$ cat src/rtl/efc_pkg.sv
// Shared types and constants of the Ethernet frame classifier.
package efc_pkg;

    localparam int unsigned MacWidth    = 48;
    localparam int unsigned CountWidth  = 7;
    localparam int unsigned OffsetWidth = 7;

    localparam logic [CountWidth-1:0] CountMax     = 7'd127;
    localparam logic [CountWidth-1:0] PosTypeHigh  = 7'd12;
    localparam logic [CountWidth-1:0] PosTypeLow   = 7'd13;
    localparam logic [CountWidth-1:0] EthHdrLen    = 7'd14;
    localparam logic [CountWidth-1:0] PosProtocol  = 7'd23;
    localparam logic [CountWidth-1:0] MacBytes     = 7'd6;
    localparam logic [OffsetWidth-1:0] UdpHdrLen   = 7'd8;

    localparam logic [15:0] TypeIpv4 = 16'h0800;
    localparam logic [15:0] TypeArp  = 16'h0806;

    localparam logic [7:0] ProtoIcmp = 8'd1;
    localparam logic [7:0] ProtoTcp  = 8'd6;
    localparam logic [7:0] ProtoUdp  = 8'd17;

    localparam logic [15:0] PortDhcpServer = 16'd67;
    localparam logic [15:0] PortDhcpClient = 16'd68;

    typedef enum logic [2:0] {
        CLASS_ICMP       = 3'd0,
        CLASS_DHCP_RESP  = 3'd1,
        CLASS_TCP        = 3'd2,
        CLASS_ARP        = 3'd3,
        CLASS_IPV4_OTHER = 3'd4,
        CLASS_UDP_OTHER  = 3'd5,
        CLASS_NOT_OURS   = 3'd6,
        CLASS_OTHER_TYPE = 3'd7
    } frame_class_t;

    typedef struct packed {
        frame_class_t            frame_class;
        logic [OffsetWidth-1:0]  payload_offset;
    } result_t;

endpackage

$ cat src/rtl/efc_byte_if.sv
// Byte request channel: one frame byte and its last-byte flag.
interface efc_byte_if;
    logic       valid;
    logic       ready;
    logic [7:0] frame_byte;
    logic       last_byte;

    modport source (output valid, output frame_byte, output last_byte, input ready);
    modport sink   (input valid, input frame_byte, input last_byte, output ready);
endinterface

$ cat src/rtl/efc_result_if.sv
// Result request channel: frame class and handler header offset.
interface efc_result_if;
    logic       valid;
    logic       ready;
    logic [2:0] frame_class;
    logic [6:0] payload_offset;

    modport source (output valid, output frame_class, output payload_offset, input ready);
    modport sink   (input valid, input frame_class, input payload_offset, output ready);
endinterface

$ cat src/rtl/efc_parser.sv
// Per-frame header field capture and classification on the final byte.
module efc_parser (
    input  logic                              clk,
    input  logic                              rst_n,
    input  logic                              cfg_wr_en,
    input  logic [efc_pkg::MacWidth-1:0]      cfg_wr_data,
    input  logic                              accept,
    input  logic [7:0]                        frame_byte,
    input  logic                              last_byte,
    output logic                              push,
    output efc_pkg::result_t                  result
);
    import efc_pkg::*;

    logic [MacWidth-1:0]   own_mac_reg;
    logic [CountWidth-1:0] byte_count_reg,   byte_count_next;
    logic                  mac_matches_reg,  mac_matches_next;
    logic [15:0]           ether_kind_reg,   ether_kind_next;
    logic [3:0]            header_words_reg, header_words_next;
    logic [7:0]            ip_protocol_reg,  ip_protocol_next;
    logic [15:0]           source_port_reg,  source_port_next;
    logic [15:0]           dest_port_reg,    dest_port_next;

    logic [CountWidth-1:0] pos;
    logic [2:0]            mac_sel;
    logic [7:0]            mac_byte;
    logic                  mac_hit;
    logic                  tail_miss;
    logic                  mac_final;
    logic [CountWidth-1:0] base;
    logic [CountWidth-1:0] rel;
    logic                  in_window;
    frame_class_t          cls;
    logic [OffsetWidth-1:0] off;

    assign pos     = byte_count_reg;
    assign mac_sel = 3'd5 - pos[2:0];
    assign mac_byte = own_mac_reg[{mac_sel, 3'b000} +: 8];

    always_comb
    begin
        mac_hit = mac_matches_reg;
        if (pos < MacBytes && frame_byte != mac_byte)
        begin
            mac_hit = 1'b0;
        end

        ether_kind_next = ether_kind_reg;
        if (pos == PosTypeHigh)
        begin
            ether_kind_next[15:8] = frame_byte;
        end
        if (pos == PosTypeLow)
        begin
            ether_kind_next[7:0] = frame_byte;
        end

        header_words_next = (pos == EthHdrLen) ? frame_byte[3:0] : header_words_reg;
        ip_protocol_next  = (pos == PosProtocol) ? frame_byte : ip_protocol_reg;

        // The port window follows the header length, including this byte's update.
        base      = EthHdrLen + {1'b0, header_words_next, 2'b00};
        rel       = pos - base;
        in_window = (pos >= base) && (rel[CountWidth-1:2] == '0);

        source_port_next = source_port_reg;
        dest_port_next   = dest_port_reg;
        if (in_window)
        begin
            case (rel[1:0])
                2'd0:    source_port_next[15:8] = frame_byte;
                2'd1:    source_port_next[7:0]  = frame_byte;
                2'd2:    dest_port_next[15:8]   = frame_byte;
                default: dest_port_next[7:0]    = frame_byte;
            endcase
        end

        // Destination bytes that a short frame never delivered compare as zero.
        tail_miss = 1'b0;
        for (int k = 1; k < 6; k++)
        begin
            if (CountWidth'(k) > pos && own_mac_reg[8*(5-k) +: 8] != 8'd0)
            begin
                tail_miss = 1'b1;
            end
        end
        mac_final = mac_hit && !tail_miss;
    end

    always_comb
    begin
        off = '0;
        if (ether_kind_next == TypeIpv4)
        begin
            if (!mac_final)
            begin
                cls = CLASS_NOT_OURS;
            end
            else if (ip_protocol_next == ProtoIcmp)
            begin
                cls = CLASS_ICMP;
                off = base;
            end
            else if (ip_protocol_next == ProtoUdp)
            begin
                if (source_port_next == PortDhcpServer && dest_port_next == PortDhcpClient)
                begin
                    cls = CLASS_DHCP_RESP;
                    off = base + UdpHdrLen;
                end
                else
                begin
                    cls = CLASS_UDP_OTHER;
                end
            end
            else if (ip_protocol_next == ProtoTcp)
            begin
                cls = CLASS_TCP;
                off = base;
            end
            else
            begin
                cls = CLASS_IPV4_OTHER;
            end
        end
        else if (ether_kind_next == TypeArp)
        begin
            cls = CLASS_ARP;
            off = EthHdrLen;
        end
        else
        begin
            cls = CLASS_OTHER_TYPE;
        end
    end

    always_comb
    begin
        byte_count_next  = (pos < CountMax) ? pos + 7'd1 : CountMax;
        mac_matches_next = mac_hit;
    end

    assign push                  = accept && last_byte;
    assign result.frame_class    = cls;
    assign result.payload_offset = off;

    always_ff @(posedge clk or negedge rst_n)
    begin
        if (!rst_n)
        begin
            own_mac_reg <= '0;
        end
        else if (cfg_wr_en)
        begin
            own_mac_reg <= cfg_wr_data;
        end
    end

    always_ff @(posedge clk or negedge rst_n)
    begin
        if (!rst_n)
        begin
            byte_count_reg   <= '0;
            mac_matches_reg  <= 1'b1;
            ether_kind_reg   <= '0;
            header_words_reg <= '0;
            ip_protocol_reg  <= '0;
            source_port_reg  <= '0;
            dest_port_reg    <= '0;
        end
        else if (accept)
        begin
            if (last_byte)
            begin
                byte_count_reg   <= '0;
                mac_matches_reg  <= 1'b1;
                ether_kind_reg   <= '0;
                header_words_reg <= '0;
                ip_protocol_reg  <= '0;
                source_port_reg  <= '0;
                dest_port_reg    <= '0;
            end
            else
            begin
                byte_count_reg   <= byte_count_next;
                mac_matches_reg  <= mac_matches_next;
                ether_kind_reg   <= ether_kind_next;
                header_words_reg <= header_words_next;
                ip_protocol_reg  <= ip_protocol_next;
                source_port_reg  <= source_port_next;
                dest_port_reg    <= dest_port_next;
            end
        end
    end

    a_mismatch_needs_bytes: assert property (@(posedge clk) disable iff (!rst_n)
        !mac_matches_reg |-> byte_count_reg != '0)
        else $error("MAC mismatch recorded before any byte of the frame");

    a_ihl_after_its_byte: assert property (@(posedge clk) disable iff (!rst_n)
        header_words_reg != '0 |-> byte_count_reg > EthHdrLen)
        else $error("header length captured before its byte position");

    a_frame_end_clears: assert property (@(posedge clk) disable iff (!rst_n)
        push |=> byte_count_reg == '0 && mac_matches_reg)
        else $error("per-frame state not cleared after the final byte");

endmodule

$ cat src/rtl/efc_out_buf.sv
// Result register with a skid stage so input keeps flowing while a result waits.
module efc_out_buf (
    input  logic              clk,
    input  logic              rst_n,
    input  logic              push,
    input  efc_pkg::result_t  push_data,
    output logic              in_ready,
    output logic              out_valid,
    output efc_pkg::result_t  out_data,
    input  logic              out_ready
);
    import efc_pkg::*;

    logic    main_valid_reg, main_valid_next;
    logic    skid_valid_reg, skid_valid_next;
    result_t main_data_reg;
    result_t skid_data_reg;
    logic    pop;
    logic    load_main_new;
    logic    load_main_skid;
    logic    load_skid;

    assign pop       = main_valid_reg && out_ready;
    assign in_ready  = !skid_valid_reg;
    assign out_valid = main_valid_reg;
    assign out_data  = main_data_reg;

    always_comb
    begin
        load_main_skid  = skid_valid_reg && pop;
        load_main_new   = push && (!main_valid_reg || pop);
        load_skid       = push && main_valid_reg && !pop;
        main_valid_next = main_valid_reg;
        skid_valid_next = skid_valid_reg;
        if (load_main_skid)
        begin
            skid_valid_next = 1'b0;
        end
        else if (load_main_new)
        begin
            main_valid_next = 1'b1;
        end
        else if (load_skid)
        begin
            skid_valid_next = 1'b1;
        end
        else if (pop)
        begin
            main_valid_next = 1'b0;
        end
    end

    always_ff @(posedge clk or negedge rst_n)
    begin
        if (!rst_n)
        begin
            main_valid_reg <= 1'b0;
            skid_valid_reg <= 1'b0;
        end
        else
        begin
            main_valid_reg <= main_valid_next;
            skid_valid_reg <= skid_valid_next;
        end
    end

    always_ff @(posedge clk)
    begin
        if (load_main_skid)
        begin
            main_data_reg <= skid_data_reg;
        end
        else if (load_main_new)
        begin
            main_data_reg <= push_data;
        end
        if (load_skid)
        begin
            skid_data_reg <= push_data;
        end
    end

    a_skid_behind_main: assert property (@(posedge clk) disable iff (!rst_n)
        skid_valid_reg |-> main_valid_reg)
        else $error("skid entry held while the result register is empty");

    a_no_push_when_full: assert property (@(posedge clk) disable iff (!rst_n)
        skid_valid_reg |-> !push)
        else $error("result request pushed into a full buffer");

    a_stalled_push_skids: assert property (@(posedge clk) disable iff (!rst_n)
        push && main_valid_reg && !out_ready |=> skid_valid_reg)
        else $error("stalled result was not kept in the skid stage");

endmodule

$ cat src/rtl/ethernet_frame_classifier_top.sv
// Top level of the Ethernet / IPv4 / UDP frame header classifier.
//
//  Channel   Dir   Payload                          Request accepted
//  rx        in    frame_byte[7:0], last_byte       valid && ready at clk rise
//  verdict   out   frame_class[2:0], payload_offset valid && ready at clk rise
//  cfg       in    cfg_wr_data[47:0] (own MAC)      cfg_wr_en at clk rise
//
// One byte is accepted every cycle while rx.ready is high; the edge that
// accepts the final byte of a frame pushes its result into the verdict buffer.
// The skid stage behind the result register holds one more result, so rx.ready
// drops only when two results are waiting on the verdict side.
// Reset (rst_n low, asynchronous) clears the frame state, the own MAC and
// both result stages.
module ethernet_frame_classifier_top (
    input  logic                         clk,
    input  logic                         rst_n,
    input  logic                         cfg_wr_en,
    input  logic [efc_pkg::MacWidth-1:0] cfg_wr_data,
    efc_byte_if.sink                     rx,
    efc_result_if.source                 verdict
);
    import efc_pkg::*;

    logic    accept;
    logic    push;
    result_t push_data;
    result_t out_data;

    assign accept = rx.valid && rx.ready;

    efc_parser u_parser (
        .clk         (clk),
        .rst_n       (rst_n),
        .cfg_wr_en   (cfg_wr_en),
        .cfg_wr_data (cfg_wr_data),
        .accept      (accept),
        .frame_byte  (rx.frame_byte),
        .last_byte   (rx.last_byte),
        .push        (push),
        .result      (push_data)
    );

    efc_out_buf u_out_buf (
        .clk       (clk),
        .rst_n     (rst_n),
        .push      (push),
        .push_data (push_data),
        .in_ready  (rx.ready),
        .out_valid (verdict.valid),
        .out_data  (out_data),
        .out_ready (verdict.ready)
    );

    assign verdict.frame_class    = out_data.frame_class;
    assign verdict.payload_offset = out_data.payload_offset;

endmodule

$ cat src/flat_wrapper.sv
// flat-port wrapper written by rule: the top's interface ports become plain ports
module ethernet_frame_classifier_top_flat import efc_pkg::*;
  (clk, rst_n, cfg_wr_en, cfg_wr_data, rx_valid, rx_frame_byte, rx_last_byte, rx_ready, verdict_valid, verdict_frame_class, verdict_payload_offset, verdict_ready);
  efc_byte_if rx_i ();
  efc_result_if verdict_i ();
  input  logic clk;
  input  logic rst_n;
  input  logic cfg_wr_en;
  input  logic [efc_pkg::MacWidth-1:0] cfg_wr_data;
  input wire logic [$bits(rx_i.valid)-1:0] rx_valid;
  input wire logic [$bits(rx_i.frame_byte)-1:0] rx_frame_byte;
  input wire logic [$bits(rx_i.last_byte)-1:0] rx_last_byte;
  output wire logic [$bits(rx_i.ready)-1:0] rx_ready;
  output wire logic [$bits(verdict_i.valid)-1:0] verdict_valid;
  output wire logic [$bits(verdict_i.frame_class)-1:0] verdict_frame_class;
  output wire logic [$bits(verdict_i.payload_offset)-1:0] verdict_payload_offset;
  input wire logic [$bits(verdict_i.ready)-1:0] verdict_ready;
  assign rx_i.valid = rx_valid;
  assign rx_i.frame_byte = rx_frame_byte;
  assign rx_i.last_byte = rx_last_byte;
  assign rx_ready = rx_i.ready;
  assign verdict_valid = verdict_i.valid;
  assign verdict_frame_class = verdict_i.frame_class;
  assign verdict_payload_offset = verdict_i.payload_offset;
  assign verdict_i.ready = verdict_ready;
  ethernet_frame_classifier_top u_core (.clk(clk), .rst_n(rst_n), .cfg_wr_en(cfg_wr_en), .cfg_wr_data(cfg_wr_data), .rx(rx_i), .verdict(verdict_i));
endmodule
$ cat config.mk
export PLATFORM = sky130hd
export DESIGN_NAME = ethernet_frame_classifier_top_flat
export DESIGN_NICKNAME = d
export VERILOG_FILES = /design/src/rtl/efc_pkg.sv /design/src/rtl/efc_byte_if.sv /design/src/rtl/efc_result_if.sv /design/src/rtl/efc_parser.sv /design/src/rtl/efc_out_buf.sv /design/src/rtl/ethernet_frame_classifier_top.sv /design/src/flat_wrapper.sv
export SDC_FILE = /design/constraint.sdc
export NUM_CORES = 1
export LEC_CHECK = 0
export ABC_AREA = 1
export BUFFER_PORTS_ARGS = -buffer_cell sky130_fd_sc_hd__buf_2
export CAP_MARGIN = 5
export CORE_MARGIN = 2
export CORE_UTILIZATION = 30
export DETAILED_ROUTE_END_ITERATION = 10
export HOLD_SLACK_MARGIN = 0.03
export SLEW_MARGIN = 40
export SYNTH_ARGS = -nofsm -noshare
export SYNTH_HDL_FRONTEND = slang
export SYNTH_SLANG_ARGS = --single-unit
$ cat constraint.sdc
create_clock -name clk -period 4.9 [get_ports clk]
set_input_delay 0.735 -clock clk [delete_from_list [all_inputs] [get_ports clk]]
set_output_delay 0.735 -clock clk [all_outputs]
set_load 0.01 [all_outputs]
==> key figures, run 1 <==
Clock network
  • Hold_buf cts: 0
  • CTS tree: built
  • Total CTS buffers: 17
  • H-tree Lvls: 4
  • Clock transition at path regs: 0.06 ns
  • Clock root buffer: clkbuf_16
  • Clk buf depth: 2
  • CTS Sinks: 136
  • Worst-Skew Late Latency: 0.43 ns

Pwr
  • Leakage power: 0.00443 uW
  • Pwr dens: 373 nW/um^2
  • Total power: 3390 uW
  • Worst vdd ir: 218 uV

Critical path
  • Type of element launching the critical path: flip-flop
  • Reg-to-reg slack, setup: 0.58 ns
  • WP data arrival: 4.50 ns
  • CP Capture Type: flip-flop
  • Critical path's most frequent cell: nand2_1
  • Setup crit start: u_core.u_parser.byte_count_reg[0]
  • Reg2Reg Launch Point: u_core.u_parser.byte_count_reg[0]
  • CP Max Fanout: 50
  • Max stage delay on crit path: 0.40 ns
  • CP max stage cell: dfrtp_1
  • CP required: 5.08 ns
  • Critical path type: reg2reg

Global routing
  • Total Routing Usage GR: 15.7%
  • Total gr overflow: 0
  • First-pass GRT wire length: 33400 um
  • M3 GR Usage: 3.02%
  • Met2 GRT Util: 23.9%
  • Largest net degree at the start of global routing: 89
  • Initial antenna violation count: 0
  • Most used routing layer: met2
  • Met1 Use GR: 22.3%
  • Number of global-route vias before repair: 6460

Synth
  • Synth warn: 0
  • Distinct cell type count after synthesis: 45
  • Synth Cell Area: 7820 um^2
  • Post-synth EDFFs: 18
  • Syn Inst Count: 1014
  • Synthesized area per cell: 7.71 um^2
  • Ys flop type: dfrtp_1
  • Async set-reset flop share out of synthesis: 86.8%
  • Seq/Total Area, Yosys: 44.7%
  • Yosys top cell by area: dfrtp_1
  • Synth top area share: 37.4%
  • Biggest area contributors in the synthesized netlist: dfrtp_1 (37%), nand2_1 (13%), o21ai_0 (7.0%)
  • Syn_nets: 1094
  • Yosys reg bits: 136

Route
  • WL final: 20500 um
  • DRT antenna net count: 0
  • Avg WL per Cell: 14.4 um
  • DRC viols: 0
  • Vias per cell: 4.83
  • Initial DRC count: 512
  • Drt first pass iters: 5
  • DR vias: 6865

Floorplanning
  • Site Rows: 59
  • Die width: 165 um
  • Die Ht: 165 um
  • Die Area: 27400 um^2
  • Core ar.: 25800 um^2
  • Initial Utilization: 30.3%
  • I/O Pins: 74

Finish
  • Inserted Diodes: 0
  • Share of layout cells above drive strength 1: 14.5%
  • Nets: 1152
  • Area delta synth->final: 16.2%
  • Max reg flops: 48
  • Fin area: 9090 um^2

Place
  • Port Buf Inserts: 72
  • Placed cell area: 8490 um^2
  • GPL Wtd Cong: 0.847
  • Post-DP HPWL: 14100 um

Timing
  • Clk_skew: 0.00861 ns
  • Setup Viol. Count Final: 0
  • Max Transition Viols Final: 0
  • Worst slew pin tran: 0.768 ns
  • Max Freq: 232 MHz
  • Setup TNS: 0 ns
  • Crit share post-route: 88.1%
  • Tmin final: 4.32 ns
  • Hold Fails Final Rpt: 0
  • Slew margin rel.: 48.6%
  • RSZ-0062 raised after global routing: false

Job
  • Number of max-cap violations: 0

Outcome
  • Status: finished, final reports clean

Worst hold path
  • Hold Path Class: in2async
[metal layers]
metal  share of wire [%]  wire, um
met1                  50     10200
met2                  44      8940
met3                 5.2      1060
met4                 1.7       341
met5                   0         0
[repair_timing]
item / 4_1_cts / 5_1_grt
setup buffers: 0 / 2
endpoints found under the setup margin: 0 / 12
gates resized for setup: 0 / 4
[synthesized netlist by cell type, types with 2 or more instances]
| master | instances |
|---|---|
| nand2_1 | 275 |
| inv_1 | 130 |
| dfrtp_1 | 117 |
| o21ai_0 | 110 |
| nor2_1 | 53 |
| o22ai_1 | 41 |
| clkbuf_1 | 31 |
| a21oi_1 | 26 |
| nand4_1 | 26 |
| o21ai_1 | 24 |
| nand3_1 | 21 |
| edfxtp_1 | 18 |
| o211ai_1 | 18 |
| ha_1 | 17 |
| a22o_1 | 14 |
| buf_2 | 12 |
| nor3_1 | 11 |
| xor2_1 | 10 |
| mux2_2 | 8 |
| buf_4 | 5 |
| inv_2 | 5 |
| a31oi_1 | 3 |
| clkinv_1 | 3 |
| nand2_2 | 3 |
| nand3_2 | 3 |
| nor2_2 | 3 |
| nor4_1 | 3 |
| or2_2 | 3 |
| buf_6 | 2 |
| nor2_4 | 2 |
| o21a_1 | 2 |
| o21bai_1 | 2 |
[worst paths after layout]
path                                                 endpoint  depth (start not counted)
setup reg to reg                 u_core.u_out_buf.out_data[9]                         32
hold reg to reg            u_core.u_parser.ip_protocol_reg[6]                          2
hold / removal              u_core.u_parser.ether_kind_reg[6]                          1
min in group clk           u_core.u_parser.ip_protocol_reg[6]                          2
setup / recovery                 u_core.u_out_buf.out_data[9]                         32
max in group asynchronous   u_core.u_parser.byte_count_reg[3]                          2
[layout by cell type (no fill, tap or decap), types with 4 or more instances in the layout]
master and count:
buf_2 71, inv_1 130, a21oi_1 26, xor2_1 10
nand4_1 26, buf_4 17, o21ai_0 110, clkbuf_16 17
nand2_1 275, o21ai_1 23, nor3_1 11, o22ai_1 41
nand3_1 20, nand3_2 4, dfrtp_1 116, clkinv_2 5
ha_1 17, o211ai_1 18, edfxtp_1 18, mux2_2 8
nor2_1 53, inv_2 5, a22o_1 14
[through the flow]
stage / std cells / utilization, % / hold slack [ns] / worst slack, ns
finish: 1420 / 35.2 / 0.220 / 0.581
global route: 1420 / 35.2 / 0.235 / 0.0417
CTS: 1418 / 35.1 / 0.222 / 0.432
detailed placement: 1386 / 32.9 / 0.468 / 0.440
global placement: 1386 / 32.9 / 0.462 / 0.526
floorplan: 1014 / - / 0.439 / 0.700
[final cells by class]
type,count,area [um^2]
fill,2738,16700
multi-input combinational,689,3570
sequential,136,3500
inverter,138,520
timing repair buffer,90,514
clock buffer,21,470
tap,335,419
clock inverter,11,97.6
[where the power goes]
group	internal, uW	leakage (uW)	switching [uW]	total [uW]
sequential	1220	0.00170	36.9	1260
combinational	279	0.00245	605	884
clock	737	0.000283	512	1250
[worst max-delay path: cells and delay by family (launching register included)]
kind	cells	cell delay, ns
adders and majority gates	2	0.58
AOI/OAI and AO/OA	1	0.25
DFF	1	0.40
buffers and inverters	7	0.78
and+or+nand+nor	22	2.05
[kinds of logic after synthesis]
group / after synthesis / share of synthesized area (%)
AND/OR/NAND/NOR: 408 / 22.4
AO/OA/AOI/OAI: 244 / 17.9
buffers and inverters: 189 / 9.75
flip-flops: 136 / 44.7
adder cells (fa/ha/maj): 18 / 2.98
XOR/XNOR: 10 / 1.12
multiplexers: 8 / 1.15
other: 1 / 0.0480
(Power assumes the default switching activity.)
==> inputs of run 2 (changes only) <==
--- a/config.mk
+++ b/config.mk
@@ -12,7 +12,9 @@
 export CORE_UTILIZATION = 30
 export DETAILED_ROUTE_END_ITERATION = 10
 export HOLD_SLACK_MARGIN = 0.03
+export PLACE_DENSITY_LB_ADDON = 0.3
 export SLEW_MARGIN = 40
 export SYNTH_ARGS = -nofsm -noshare
 export SYNTH_HDL_FRONTEND = slang
+export SYNTH_HIERARCHICAL = 1
 export SYNTH_SLANG_ARGS = --single-unit
==> key figures, run 2 <==
Synth
  • Yosys reg bits: 138
  • Synth warn: 6
  • Synth Cell Area: 8180 um^2
  • Yosys top cell by area: dfrtp_1
  • Seq/Total Area, Yosys: 43.5%
  • Synth Area in Adders: 2.84%
  • Post-synth EDFFs: 20
  • Synth cell count leaders: nand2_1 (296), inv_1 (136), dfrtp_1 (117), o21ai_0 (115), nor2_1 (70)
  • Synth top area share: 35.8%
  • XOR/XNOR share of the synthesized area: 1.07%
  • Ys flop type: dfrtp_1
  • Async set-reset flop share out of synthesis: 85.5%
  • Synthesized area per cell: 7.57 um^2
  • Syn Inst Count: 1080
  • Syn_nets: 1160
  • Synth Area in Compound Gates: 16.1%
  • Biggest area contributors in the synthesized netlist: dfrtp_1 (36%), nand2_1 (14%), edfxtp_1 (7.3%)
  • Mux contribution to synthesized area: 1.79%
  • Distinct cell type count after synthesis: 45
  • Most frequent cell after synthesis: nand2_1
  • Main combinational cell family by area after synthesis: simple AND/OR/NAND/NOR gates
  • Synth Area in Simple Gates: 24.5%

Finish
  • Most common cell after layout, fill and taps aside: nand2_1
  • Nets: 1214
  • Most frequent cells in the layout: nand2_1 (296), inv_1 (136), dfrtp_1 (117), o21ai_0 (115), buf_2 (72)
  • Area delta synth->final: 15.5%
  • Fillers: 2846
  • Post-Layout Cell Count: 1487
  • Max reg flops: 48
  • Share of layout cells above drive strength 1: 14.3%
  • Inserted Diodes: 0

Global routing
  • Total gr overflow: 0
  • First-pass GRT wire length: 37400 um
  • Largest net degree at the start of global routing: 84
  • Total Routing Usage GR: 16.6%
  • Number of global-route vias before repair: 7059
  • Initial antenna violation count: 0

Critical path
  • CP Max Fanout: 47
  • Type of element launching the critical path: flip-flop
  • CP Capture Type: flip-flop
  • Worst reg2reg endpoint: u_core/u_out_buf/out_data[9]
  • WP data arrival: 4.55 ns
  • Reg-to-reg slack, setup: 0.52 ns
  • CP max stage cell: dfrtp_1
  • CP required: 5.07 ns
  • Worst r2r path cells: 29
  • Max stage delay on crit path: 0.46 ns
  • Setup crit start: u_core/u_parser/byte_count_reg[5]
  • Critical path's most frequent cell: nand2_1
  • Critical path type: reg2reg
  • Reg2Reg Launch Point: u_core/u_parser/byte_count_reg[5]

Timing
  • Max Transition Viols Final: 0
  • Max Freq: 228 MHz
  • Worst hold slack: 0.340 ns
  • Tmin final: 4.38 ns
  • Setup Viol. Count Final: 0
  • Crit share post-route: 89.4%
  • Setup TNS: 0 ns
  • Slew margin rel.: 46.9%
  • Hold Fails Final Rpt: 0
  • Clk_skew: 0.0112 ns
  • Worst slew pin tran: 0.797 ns
  • RSZ-0062 raised after global routing: false

Clock network
  • CTS Sinks: 138
  • Clk buf depth: 2
  • Total CTS buffers: 17
  • Worst-Skew Late Latency: 0.42 ns
  • CTS tree: built
  • Clock transition at path regs: 0.06 ns
  • Postcts setup bufs: 0
  • Clock root buffer: clkbuf_16
  • H-tree Lvls: 4

Route
  • Avg WL per Cell: 15.5 um
  • DRT antenna net count: 0
  • Vias per cell: 4.92
  • DR vias: 7319
  • WL final: 23100 um
  • Initial DRC count: 608
  • Drt first pass iters: 5
  • DRC viols: 0

Floorplanning
  • I/O Pins: 74
  • Site Rows: 60
  • Die Area: 28600 um^2
  • Initial Utilization: 30.4%
  • Die width: 169 um
  • Core ar.: 26900 um^2
  • Die Ht: 169 um

Pwr
  • Sequential Power Share: 37.0%
  • Pwr dens: 374 nW/um^2
  • Internal: 2310 uW
  • Switching pwr: 1230 uW
  • Comb pwr share: 26.8%
  • Clk pwr share: 36.3%
  • Total power: 3530 uW
  • Sw frac: 34.7%
  • Leakage power: 0.00462 uW
  • Worst vdd ir: 183 uV

Place
  • GPL Wtd Cong: 0.870
  • Post-DP HPWL: 15900 um
  • Port Buf Inserts: 73
  • Post-Place Cells: 1456

Job
  • Number of max-cap violations: 0

Outcome
  • Status: finished, final reports clean

Worst hold path
  • Hold Path Class: in2async
run 2: what timing repair did:
| action | in CTS | in global routing |
|---|---|---|
| resized for setup | 0 | 6 |
| hold buffers | 0 | 0 |
| endpoints found under the setup margin | 0 | 7 |
run 2: per-layer routing:
layer	up-vias	GRT usage (%)	share of wire, %
met5	-	0	0
met4	0	5.61	1.5
met3	26	2.94	5.6
met2	222	25.6	44
met1	3403	23.6	49
li1	3668	-	-
run 2: through the flow:
stage                     area (um^2)  utilization [%]  setup slack [ns]
final                            9450             35.2             0.521
after global routing             9450             35.2            0.0705
after CTS                        9420             35.0             0.383
after detailed placement         8840             32.9             0.384
after global placement           8840             32.9             0.543
after floorplan                  8180                -             0.621
run 2: layout make-up:
| type | instances | area, um^2 | share of cell area, % |
|---|---|---|---|
| flip-flops and latches | 138 | 3550 | 37.6 |
| clock buffers | 20 | 457 | 4.83 |
| multi-input cells | 741 | 3820 | 40.4 |
| clock inverters | 11 | 123 | 1.30 |
| inverters | 143 | 538 | 5.69 |
| well taps | 341 | 427 | 4.51 |
| repair buffers | 93 | 531 | 5.61 |
run 2: kinds of logic after synthesis:
group,Yosys count
multiplexers,13
XOR/XNOR,10
AND/OR/NAND/NOR,465
buffers and inverters,201
adder cells (fa/ha/maj),18
AO/OA/AOI/OAI,234
other,1
flip-flops,138
run 2: critical path: cells and delay by family, from the launching register on:
family	cells	cell delay (ns)
DFF	1	0.46
AOI/OAI and AO/OA	3	0.59
buffers and inverters	5	0.62
adders and majority gates	1	0.32
and+or+nand+nor	20	2.10
run 2: power by group through the flow:
stage / combinational (uW) / sequential (uW) / clock (uW)
floorplan: 648 / 1310 / 0
global placement: 935 / 1330 / 0
detailed placement: 937 / 1330 / 0
CTS: 942 / 1310 / 1320
global route: 1060 / 1320 / 1370
finish: 946 / 1310 / 1280
run 2: worst max-delay path by stage:
stage	endpoint	slack (ns)	cells after the start
2_1_floorplan	u_core/u_out_buf/out_data[9]	0.62	31
3_3_place_gp	u_core/u_out_buf/out_data[9]	0.54	33
3_5_place_dp	u_core/u_out_buf/out_data[9]	0.38	33
4_1_cts	u_core/u_out_buf/out_data[9]	0.38	33
5_1_grt	u_core/u_out_buf/out_data[9]	0.07	33
6_report	u_core/u_out_buf/out_data[9]	0.52	29
==> inputs of run 3 (changes only) <==
==> constraint.sdc (replaced) <==
create_clock -name clk -period 4.7 [get_ports clk]
set_input_delay 0.705 -clock clk [delete_from_list [all_inputs] [get_ports clk]]
set_output_delay 0.705 -clock clk [all_outputs]
set_load 0.01 [all_outputs]
==> key figures, run 3 (synthesis gave the netlist of run 2 again) <==
Pwr
  • Leakage power: 0.00463 uW
  • Internal: 2440 uW
  • Switching pwr: 1280 uW
  • Comb pwr share: 26.2%
  • Sw frac: 34.5%
  • Clk pwr share: 37.2%
  • Worst vdd ir: 187 uV
  • Sequential Power Share: 36.7%
  • Pwr dens: 391 nW/um^2
  • Total power: 3720 uW

Timing
  • Slew margin rel.: 60.7%
  • Max Freq: 233 MHz
  • Crit share post-route: 91.2%
  • Clk_skew: 0.0120 ns
  • Tmin final: 4.29 ns
  • Setup Viol. Count Final: 0
  • Worst slew pin tran: 0.589 ns
  • Max Transition Viols Final: 0
  • Hold Fails Final Rpt: 0
  • Setup TNS: 0 ns

Floorplanning
  • Initial Utilization: 30.4%
  • Die width: 169 um
  • Die Ht: 169 um
  • Site Rows: 60
  • Core ar.: 26900 um^2
  • Die Area: 28600 um^2
  • I/O Pins: 74

Route
  • WL final: 22700 um
  • Vias per cell: 4.91
  • DR vias: 7326
  • Avg WL per Cell: 15.2 um
  • Initial DRC count: 519
  • DRC viols: 0
  • Drt first pass iters: 5
  • DRT antenna net count: 0

Global routing
  • M3 GR Usage: 4.06%
  • Total gr overflow: 0
  • Total Routing Usage GR: 16.4%
  • Largest net degree at the start of global routing: 57
  • Met1 Use GR: 22.8%
  • First-pass GRT wire length: 37200 um
  • Initial antenna violation count: 0
  • Most used routing layer: met2
  • Number of global-route vias before repair: 6973
  • Met2 GRT Util: 25.0%

Clock network
  • Clk buf depth: 2
  • Total CTS buffers: 17
  • Worst-Skew Late Latency: 0.42 ns
  • Clock root buffer: clkbuf_16
  • Postcts setup bufs: 0
  • H-tree Lvls: 4
  • CTS Sinks: 138
  • Hold_buf cts: 0
  • CTS tree: built
  • Clock transition at path regs: 0.07 ns

Critical path
  • Reg2Reg Launch Point: u_core/u_parser/byte_count_reg[5]
  • Max stage delay on crit path: 0.49 ns
  • Worst r2r path cells: 27
  • WP data arrival: 4.45 ns
  • CP required: 4.87 ns
  • CP Max Fanout: 10
  • Reg-to-reg slack, setup: 0.41 ns
  • Critical path type: reg2reg
  • Critical path's most frequent cell: nand2_1
  • CP Capture Type: flip-flop
  • Type of element launching the critical path: flip-flop
  • CP max stage cell: fa_1
  • Worst reg2reg endpoint: u_core/u_out_buf/out_data[9]

Outcome
  • Status: finished, final reports clean

Place
  • Port Buf Inserts: 73
  • Post-DP HPWL: 15800 um
  • Placed cell area: 8860 um^2
  • Post-Place Cells: 1461
  • GPL Wtd Cong: 0.854

Worst hold path
  • Hold Path Class: in2async

Finish
  • Share of layout cells above drive strength 1: 15.2%
  • Multi-input logic area: 3820 um^2
  • Register area: 3560 um^2
  • Most common cell after layout, fill and taps aside: nand2_1
  • Fin area: 9520 um^2
  • Inserted Diodes: 0
  • Fillers: 2853
  • Post-Layout Cell Count: 1493
  • Most frequent cells in the layout: nand2_1 (296), inv_1 (135), dfrtp_1 (116), o21ai_0 (113), buf_2 (72)
  • Max reg flops: 48
  • Area delta synth->final: 16.3%
  • Nets: 1219

Job
  • Number of max-cap violations: 0
## run 3: worst max-delay path: cells and delay by family, from the launching register on
| family | cells | cell delay, ns |
|---|---|---|
| adder cells (fa/ha/maj) | 1 | 0.49 |
| AND/OR/NAND/NOR | 18 | 1.94 |
| buffers and inverters | 6 | 0.78 |
| AO/OA/AOI/OAI | 2 | 0.33 |
| flip-flops | 1 | 0.48 |
## run 3: area by class of cell
type                            instances  share of cell area (%)
Clock buffer                           20                    4.92
Clock inverter                         12                    1.43
Inverter                              143                    5.65
Multi-Input combinational cell        741                    40.2
Sequential cell                       138                    37.4
Tap cell                              341                    4.48
Timing Repair Buffer                   98                    5.96
## run 3: routing by layer
metal	part of all wire [%]	routed length, um	vias to the layer above
met5	0	0	-
met4	1.7	391	0
met3	6.4	1450	30
met2	44	9910	235
met1	48	10900	3374
li1	-	-	3687
## run 3: power groups by stage
| stage | sequential (uW) | clock, uW | combinational (uW) |
|---|---|---|---|
| finish | 1360 | 1380 | 974 |
| global route | 1370 | 1460 | 1100 |
| CTS | 1360 | 1420 | 972 |
| detailed placement | 1390 | 0 | 968 |
| global placement | 1380 | 0 | 964 |
| floorplan | 1370 | 0 | 675 |
## run 3: metrics by stage
stage / utilization [%] / hold slack [ns] / setup WS (ns)
after floorplan: - / 0.409 / 0.421
after global placement: 33.0 / 0.464 / 0.491
after detailed placement: 33.0 / 0.469 / 0.424
after CTS: 35.2 / 0.382 / 0.398
after global routing: 35.4 / 0.278 / -0.0162
final: 35.4 / 0.248 / 0.412
## run 3: what timing repair did
item / 4_1_cts / 5_1_grt
endpoints found under the setup margin: 0 / 3
gates resized for setup: 0 / 10
hold endpoints to repair: 0 / 0
## run 3: worst max-delay path by stage
stage	startpoint	cells past startpoint	end	slack (ns)
3_5_place_dp	u_core/u_parser/byte_count_reg[5]	27	u_core/u_out_buf/out_data[9]	0.42
2_1_floorplan	u_core/u_parser/byte_count_reg[0]	31	u_core/u_out_buf/out_data[9]	0.42
3_3_place_gp	u_core/u_parser/byte_count_reg[5]	26	u_core/u_out_buf/out_data[6]	0.49
5_1_grt	u_core/u_parser/byte_count_reg[5]	26	u_core/u_out_buf/out_data[2]	-0.02
4_1_cts	u_core/u_parser/byte_count_reg[5]	27	u_core/u_out_buf/out_data[9]	0.40
6_report	u_core/u_parser/byte_count_reg[5]	27	u_core/u_out_buf/out_data[9]	0.41
